**src/sv/cpd_pkg.sv**
```systemverilog
`timescale 1ns / 1ps
`default_nettype none

package cpd_pkg;

  // point store geometry
  localparam int MAX_POINTS = 1024;
  localparam int ADDR_W     = $clog2(MAX_POINTS);
  localparam int CNT_W      = ADDR_W + 1;

  // field widths
  localparam int COORD_W = 16;
  localparam int POINT_W = 2 * COORD_W;
  localparam int DIFF_W  = COORD_W + 1;
  localparam int SQ_W    = 2 * COORD_W;
  localparam int DIST_W  = 36;

  localparam logic [DIST_W-1:0] DIST_MAX = {DIST_W{1'b1}};

  // controller states
  typedef enum logic [1:0] {
    S_LOAD,
    S_SEARCH,
    S_RESULT
  } cpd_state_t;

  // controller to datapath
  typedef struct packed {
    logic load_wr;       // store or drop the incoming point
    logic search_start;  // begin the pair sweep
    logic clear;         // result taken, restart the set
  } cpd_cmd_t;

  // datapath to controller
  typedef struct packed {
    logic has_point;     // at least one point already stored
    logic busy;          // pair sweep or pipeline still active
  } cpd_stat_t;

endpackage

`default_nettype wire

```
**src/sv/cpd_ctrl.sv**
```systemverilog
`timescale 1ns / 1ps
`default_nettype none

module cpd_ctrl
  import cpd_pkg::*;
(
  input  wire logic      clk,
  input  wire logic      rst_n,
  input  wire logic      in_valid,
  input  wire logic      in_last,
  output logic           in_ready,
  output logic           out_valid,
  input  wire logic      out_ready,
  input  wire cpd_stat_t stat,
  output cpd_cmd_t       cmd
);

  cpd_state_t state_r, state_nxt;
  logic       in_acc;

  assign in_acc = in_valid && in_ready;

  // state register
  always_ff @(posedge clk) begin
    if (!rst_n) begin
      state_r <= S_LOAD;
    end else begin
      state_r <= state_nxt;
    end
  end

  // next state
  always_comb begin
    state_nxt = state_r;
    unique case (state_r)
      S_LOAD: begin
        if (in_acc && in_last) begin
          state_nxt = stat.has_point ? S_SEARCH : S_RESULT;
        end
      end
      S_SEARCH: begin
        if (!stat.busy) begin
          state_nxt = S_RESULT;
        end
      end
      S_RESULT: begin
        if (out_ready) begin
          state_nxt = S_LOAD;
        end
      end
      default: state_nxt = S_LOAD;
    endcase
  end

  // outputs
  always_comb begin
    in_ready         = 1'b0;
    out_valid        = 1'b0;
    cmd.load_wr      = 1'b0;
    cmd.search_start = 1'b0;
    cmd.clear        = 1'b0;
    unique case (state_r)
      S_LOAD: begin
        in_ready         = 1'b1;
        cmd.load_wr      = in_valid;
        cmd.search_start = in_valid && in_last && stat.has_point;
      end
      S_SEARCH: begin
      end
      S_RESULT: begin
        out_valid = 1'b1;
        cmd.clear = out_ready;
      end
      default: begin
      end
    endcase
  end

`ifndef NO_ASSERTIONS
  // a search only starts from a load word
  a_start_from_load: assert property (@(posedge clk) disable iff (!rst_n)
    cmd.search_start |-> (state_r == S_LOAD) && in_acc)
    else $error("search started outside load");

  // final word of a set always leads away from load
  a_last_leaves_load: assert property (@(posedge clk) disable iff (!rst_n)
    (in_acc && in_last) |=> (state_r == S_SEARCH || state_r == S_RESULT))
    else $error("last point did not end the set");

  // search never ends while the datapath is still busy
  a_no_early_result: assert property (@(posedge clk) disable iff (!rst_n)
    (state_r == S_SEARCH && stat.busy) |=> (state_r == S_SEARCH))
    else $error("result raised during search");
`endif

endmodule

`default_nettype wire

```
**config.mk**
```make
export PLATFORM = sky130hd
export DESIGN_NAME = cpd_ctrl
export DESIGN_NICKNAME = d
export VERILOG_FILES = /design/src/sv/cpd_pkg.sv /design/src/sv/cpd_ctrl.sv
export SDC_FILE = /design/constraint.sdc
export NUM_CORES = 1
export LEC_CHECK = 0
export BUFFER_PORTS_ARGS = -buffer_cell sky130_fd_sc_hd__buf_2
export CELL_PAD_IN_SITES_DETAIL_PLACEMENT = 1
export CELL_PAD_IN_SITES_GLOBAL_PLACEMENT = 1
export CORE_AREA = 2 2 39 41
export CTS_BUF_LIST = sky130_fd_sc_hd__clkbuf_8
export DETAILED_ROUTE_END_ITERATION = 10
export DIE_AREA = 0 0 41 43
export PLACE_DENSITY_LB_ADDON = 0.3
export SYNTH_ARGS = -nofsm -noshare
export SYNTH_HDL_FRONTEND = slang
export SYNTH_SLANG_ARGS = --single-unit
```
**constraint.sdc**
```tcl
create_clock -name clk -period 0.88 [get_ports clk]
set_clock_uncertainty 0.1 [all_clocks]
set_input_delay 0.044 -clock clk [delete_from_list [all_inputs] [get_ports clk]]
set_output_delay 0.044 -clock clk [all_outputs]
set_load 0.05 [all_outputs]
```
======== Word-level counts from Yosys, hierarchy flattened ========
Cells that the tools add are included.
word-level totals
  bits in registers ....................... 2
  input port bits ......................... 7
  output and inout port bits .............. 5
  word-level logic and storage cells ...... 21
operators by class
  eq/ne operators ......................... 5
  mux-type cells .......................... 9
  reduce and logical (&&, ||, !) cells .... 6
operator list
  kind                                           count
  two-way mux 2 bit                              5
  != test 2 bit, second input constant           3
  case mux 2 bit (3 select lines)                1
  logical AND 1 bit                              4
  two-way mux 1 bit                              3
  AND reduction 3 bit                            1
  == test 2 x 1 -> 1 bit, second input constant  1
  == test 2 bit, second input constant           1
  zero test 2 bit                                1

======== Longest topological paths before layout ========
Gate-level depths: netlist of the first run.
  depth in word-level cells ............... 6
  mapped depth ............................ 2
  depth with buffers taken out ............ 2

======== Worst setup path before layout of the first run ========
No wires, ideal clock.
  path kind ............................... reg2out
  start point ............................. register state_r[1]
  end point ............................... output cmd[0] (netlist name)
  arrival time ............................ 1656 ps
  required time ........................... 736 ps
  slack ................................... -920 ps
  cell stages (with the launch flop) ...... 3
  buffers on the path ..................... 0
  cells stage by stage .................... dfxtp_1 -> nor2b_1 -> and2_1
RTL lines
  what                      line            RTL
  start: declaration        cpd_ctrl.sv:18  cpd_state_t state_r, state_nxt;
  start signal: assignment  cpd_ctrl.sv:28  state_r <= state_nxt;
  end: declaration          cpd_ctrl.sv:15  output cpd_cmd_t cmd

==> metrics, run 1 <==
Worst-Skew Late Latency 0.22 ns; Worst path depth 3; register name with the most flops state_r; cell area after synthesis 156 um^2; first-iteration detailed-routing DRC count 1; WP data required 0.74 ns; fillers 159; HP Class in2reg; initial antenna violation count 0; critical-path cell list nand4bb_4, nor2_4, buf_8; grt total ovfl 0; max_slew headroom 92.7%; sequential area share after synthesis 25.6%; cell area after layout 420 um^2; synth warn 0; Max IR drop VDD 0.543 mV; failing checks negative setup slack; number of CTS-inserted buffers 3; CTS max path bufs 2; crit start category register; row cnt 14; status finished with violations; reg2reg path depth 4; Max Fclk 823 MHz; largest net degree at the start of global routing 6; Clock Tree Root clkbuf_8; number of vias in the routed layout 206; Finished Layout Cells 53; Initial DRT Pass Iterations 3; Area after DPL 287 um^2; clk slew on worst S/H paths 0.03 ns; gr usage total 7.82%; leading cell type in the layout, fill and taps excluded buf_2; final slew viol count 0; clock tree sinks 2; number of synthesized register bits 2; Die Wd 41 um; port bufs 11; crit path buf inv count 1; CTS tree yes; DR vias/cell 3.89; Synth-to-Final Area Change 169%; critical path class reg2out; core area 1380 um^2; Cells after DPL 46; WHS 0.0228 ns; max_cap viols 0; Worst Path Arrival 1.07 ns; commonest cells after routing, fill and taps aside 6 x buf_2, 5 x buf_8, 3 x clkbuf_8, 3 x buf_4; H-tree depth 1; first-pass GRT wire length 876 um; Synthesized Nets 23; Final Setup Violations 7; RSZ-0062 raised after global routing yes; min setup slack post-route -0.335 ns; final WL 548 um; setup TNS -1.75 ns; diode count 0; synth unique cells 12; Pwr Density 1610 nW/um^2; fin crit period 1.22 ns; Initial Utilization 11.3%; final worst path period share 138%; crit end category primary output; Synth Instances 16; Die H 43 um; Util after Layout 30.4%; die area 1760 um^2; WL/cell 10.3 um; final hold vios 0; Worst path max stage delay 0.35 ns; top flop regs state_r x2; Leak 0.184 nW; number of global-route vias before repair 205; cell family with most CP delay simple AND/OR/NAND/NOR gates; final antenna-violating net count 0; hold depth 3; Top-Level Pins 12; GPL Wtd Cong 0.673; final net count 45; share of cells above drive strength 1 78.4%; slowest CP cell dfxtp_4; worst-path fanout max 4; DRC Markers 0; max reg flops 2; measured slew at the worst slew-check pin 0.109 ns; mean post-synth cell area 9.78 um^2
area by class of cell:
class / count / area (um^2) / area share (%)
Clock buffer: 3 / 41.3 / 9.82
Sequential cell: 2 / 47.5 / 11.3
Tap cell: 16 / 20.0 / 4.76
Multi-Input combinational cell: 13 / 144 / 34.2
Clock inverter: 1 / 3.75 / 0.893
Inverter: 1 / 3.75 / 0.893
Timing Repair Buffer: 17 / 160 / 38.1
worst reg2reg max path, stage by stage, from the launching register on:
cell and delay (ns):
dfxtp_4 0.35, nand4bb_4 0.25, buf_4 0.16, buf_6 0.11, o211ai_2 0.13
path summary, 6_finish.rpt:
check / start / endpoint / slack [ns]
setup / recovery: state_r[0]$_SDFFE_PN0P_ / cmd[1] / -0.34
hold / removal: stat[0] / state_r[0]$_SDFFE_PN0P_ / 0.02
setup reg to reg: state_r[0]$_SDFFE_PN0P_ / state_r[1]$_SDFFE_PN0P_ / -0.29
hold reg to reg: state_r[0]$_SDFFE_PN0P_ / state_r[0]$_SDFFE_PN0P_ / 0.59
synth_stat cells:
cell / instances / share of area (%)
o21ai_1: 1 / 3.2
inv_1: 1 / 2.4
nand4bb_1: 2 / 14
nor2_1: 2 / 4.8
nand2b_1: 1 / 4.0
dfxtp_1: 2 / 26
nand2_1: 1 / 2.4
o211ai_2: 1 / 8.0
nor2b_1: 1 / 4.0
nand4bb_4: 1 / 18
and2_1: 2 / 8.0
nand4b_1: 1 / 5.6
layer usage:
| metal | track usage (%) | part of all wire [%] | vias up |
|---|---|---|---|
| met5 | 0 | 0 | - |
| met4 | 8.00 | 4.2 | 0 |
| met3 | 2.09 | 9.9 | 2 |
| met2 | 11.3 | 49 | 13 |
| met1 | 8.33 | 37 | 92 |
| li1 | - | - | 99 |
where the power goes:
part           switching (mW)  internal (mW)
clock network          0.0859          0.296
registers             0.00800         0.0932
logic                  0.0949          0.100
total                   0.189          0.490
repair_timing:
action | in CTS | in global routing
hold buffers | 1 | 0
pin swaps | 1 | 1
setup endpoints to repair | 7 | 7
setup buffers | 1 | 2
hold endpoints to repair | 1 | 0
gates resized for setup | 14 | 6
cloned | 0 | 0
cells by family after synthesis:
logic type	share of synthesized area [%]
buf+inv	2.40
simple gates	60.8
flops	25.6
compound gates	11.2
metrics by stage:
stage	worst slack, ns	total power [mW]
after floorplan	-0.260	0.200
after global placement	-0.184	0.246
after detailed placement	-0.200	0.249
after CTS	-0.348	0.680
after global routing	-0.372	0.714
final	-0.335	0.678
Note: power is estimated with default switching activity, not from simulation.
==> run 2: changes to the inputs <==
- BUFFER_PORTS_ARGS: -buffer_cell sky130_fd_sc_hd__buf_2 -> not set
- DONT_BUFFER_PORTS: not set -> 1
- clock period: 0.88 -> 1.25 ns (I/O delays scaled with it)
==> run 2 against run 1 <==
  * The flow now finishes without violations
  * Sequential share of layout area is 1.7 points higher
  * Hold slack better by 0.12 ns
  * Critical path depth stayed put
  * Design area is 18% lower
  * Core utilization is 5.3 points lower
  * Non-clock buffer count is 7 lower
  * Register-to-register slack better by 0.36 ns
  * Largest cell class is now multi-input combinational cells
  * Largest power group unchanged
  * Highest routed layer is now met3
==> metrics, run 2 (synthesis results as in run 1) <==
clk slew on worst S/H paths 0.03 ns (about the same); Pwr Density 1230 nW/um^2 (was 1610 nW/um^2); sw power 0.110 mW (was 0.189 mW); cell area after layout 347 um^2 (was 420 um^2); Die H 43 um (unchanged); grt total ovfl 0 (unchanged); top flop regs state_r x2 (unchanged); Area after DPL 231 um^2 (was 287 um^2); port bufs 0 (was 11); slowest CP cell dfxtp_2 (was dfxtp_4); hold depth 4 (was 3); critical path class reg2out (unchanged); fillers 165 (was 159); Clk pwr share 59.3% (was 56.3%); Worst-Skew Late Latency 0.21 ns (was 0.22 ns); CTS max path bufs 2 (unchanged); Cells after DPL 35 (was 46); crit path buf inv count 1 (unchanged); max_cap viols 0 (unchanged); final slew viol count 0 (unchanged); Worst Path Arrival 1.07 ns (about the same); worst-path fanout max 6 (was 4); Finished Layout Cells 45 (was 53); number of CTS-inserted buffers 3 (unchanged); Top-Level Pins 12 (unchanged); final WL 449 um (was 548 um); fin crit period 1.23 ns; Reg power frac 16.8% (was 14.9%); initial antenna violation count 0 (unchanged); Die Wd 41 um (unchanged); final worst path period share 98.3%; DRC Markers 0 (unchanged); gr usage total 7.12% (was 7.82%); measured slew at the worst slew-check pin 0.261 ns (was 0.109 ns); WHS 0.138 ns (was 0.0228 ns); final antenna-violating net count 0 (unchanged); register name with the most flops state_r (unchanged); status finished clean (was finished with violations); die area 1760 um^2 (unchanged); Leak 0.132 nW (was 0.184 nW); final hold vios 0 (unchanged); largest net degree at the start of global routing 7 (was 6); leading cell type in the layout, fill and taps excluded buf_4 (was buf_2); WL/cell 9.98 um (was 10.3 um); DR vias/cell 3.78 (was 3.89); number of global-route vias before repair 201 (was 205); first-iteration detailed-routing DRC count 0 (was 1); reg2reg path depth 4 (unchanged); Initial Utilization 11.3% (unchanged); switching part of the total power 25.8% (was 27.8%); Clock Tree Root clkbuf_8 (unchanged); Initial DRT Pass Iterations 1 (was 3); final net count 38 (was 45); critical-path cell list nand4bb_4, nor2_4, buf_12 (was nand4bb_4, nor2_4, buf_8); HP Class in2reg (unchanged); Worst path depth 3 (unchanged); Pint 0.317 mW (was 0.490 mW); cell family with most CP delay simple AND/OR/NAND/NOR gates (unchanged); diode count 0 (unchanged); GPL Wtd Cong 0.692 (was 0.673); Synth-to-Final Area Change 122% (was 169%); number of vias in the routed layout 170 (was 206); part of the power in combinational logic 23.9% (was 28.7%); core area 1380 um^2 (unchanged); WP data required 1.09 ns (was 0.74 ns); clock tree sinks 2 (unchanged); Max Fclk 814 MHz; share of cells above drive strength 1 62.1% (was 78.4%); Design Power 0.428 mW (was 0.678 mW); max_slew headroom 82.7% (was 92.7%); Worst path max stage delay 0.34 ns (was 0.35 ns); crit end category primary output (unchanged); Util after Layout 25.0% (was 30.4%); Final Setup Violations 0 (was 7); row cnt 14 (unchanged); RSZ-0062 raised after global routing yes (unchanged); max reg flops 2 (unchanged); first-pass GRT wire length 724 um (was 876 um); CTS tree yes (unchanged); H-tree depth 1 (unchanged); commonest cells after routing, fill and taps aside 5 x buf_4, 4 x dlygate4sd3_1, 3 x clkbuf_8, 2 x nor2_4, 2 x nand4bb_1 (was 6 x buf_2, 5 x buf_8, 3 x clkbuf_8, 3 x buf_4); Max IR drop VDD 0.262 mV (was 0.543 mV); crit start category register (unchanged)
[run 2: per-stage QoR]
stage | setup TNS [ns] | setup slack [ns]
finish | 0 | 0.0215
global route | -0.0214 | -0.0214
global placement | 0 | 0.166
floorplan | -0.0494 | -0.0494
CTS | -0.0102 | -0.0102
detailed placement | 0 | 0.144
[run 2: final cells by class]
type	count	area (um^2)	share of cell area, %
inverter	1	3.75	1.08
multi-input combinational	13	139	40.1
timing repair buffer	10	97.6	28.2
sequential	2	45.0	13.0
clock buffer	3	41.3	11.9
tap	16	20.0	5.78
[run 2: final timing paths]
| kind | to | slack (ns) | startpoint |
|---|---|---|---|
| max | cmd[1] | 0.02 | state_r[1]$_SDFFE_PN0P_ |
| min | state_r[0]$_SDFFE_PN0P_ | 0.14 | in_last |
| max reg2reg | state_r[1]$_SDFFE_PN0P_ | 0.07 | state_r[1]$_SDFFE_PN0P_ |
| min reg2reg | state_r[1]$_SDFFE_PN0P_ | 0.49 | state_r[1]$_SDFFE_PN0P_ |
[run 2: worst min-delay path: stages]
cell       delay (ns)
nand4bb_4        0.09
buf_4            0.10
buf_4            0.10
o21ai_1          0.06
[run 2: power by group through the flow]
stage                     logic, mW  clock network (mW)  registers [mW]
final                         0.102               0.253          0.0719
after global routing          0.109               0.272          0.0723
after CTS                     0.100               0.265          0.0718
after detailed placement     0.0789                   0          0.0751
after global placement       0.0785                   0          0.0746
after floorplan              0.0630                   0          0.0737
[run 2: metal layers]
layer | routed length (um) | vias to the layer above | global-route usage (%) | share of wire, %
met1 | 146 | 75 | 5.77 | 33
met4 | 0 | 0 | 8.00 | 0
met2 | 240 | 10 | 9.69 | 53
met5 | 0 | - | 0 | 0
met3 | 62 | 0 | 5.24 | 14
li1 | - | 85 | - | -
[run 2: repair_timing]
item	CTS	global route
hold buffers	4	0
resized for setup	5	0
hold endpoints to repair	2	0
pin swaps	2	2
setup buffers	2	1
endpoints found under the setup margin	2	1
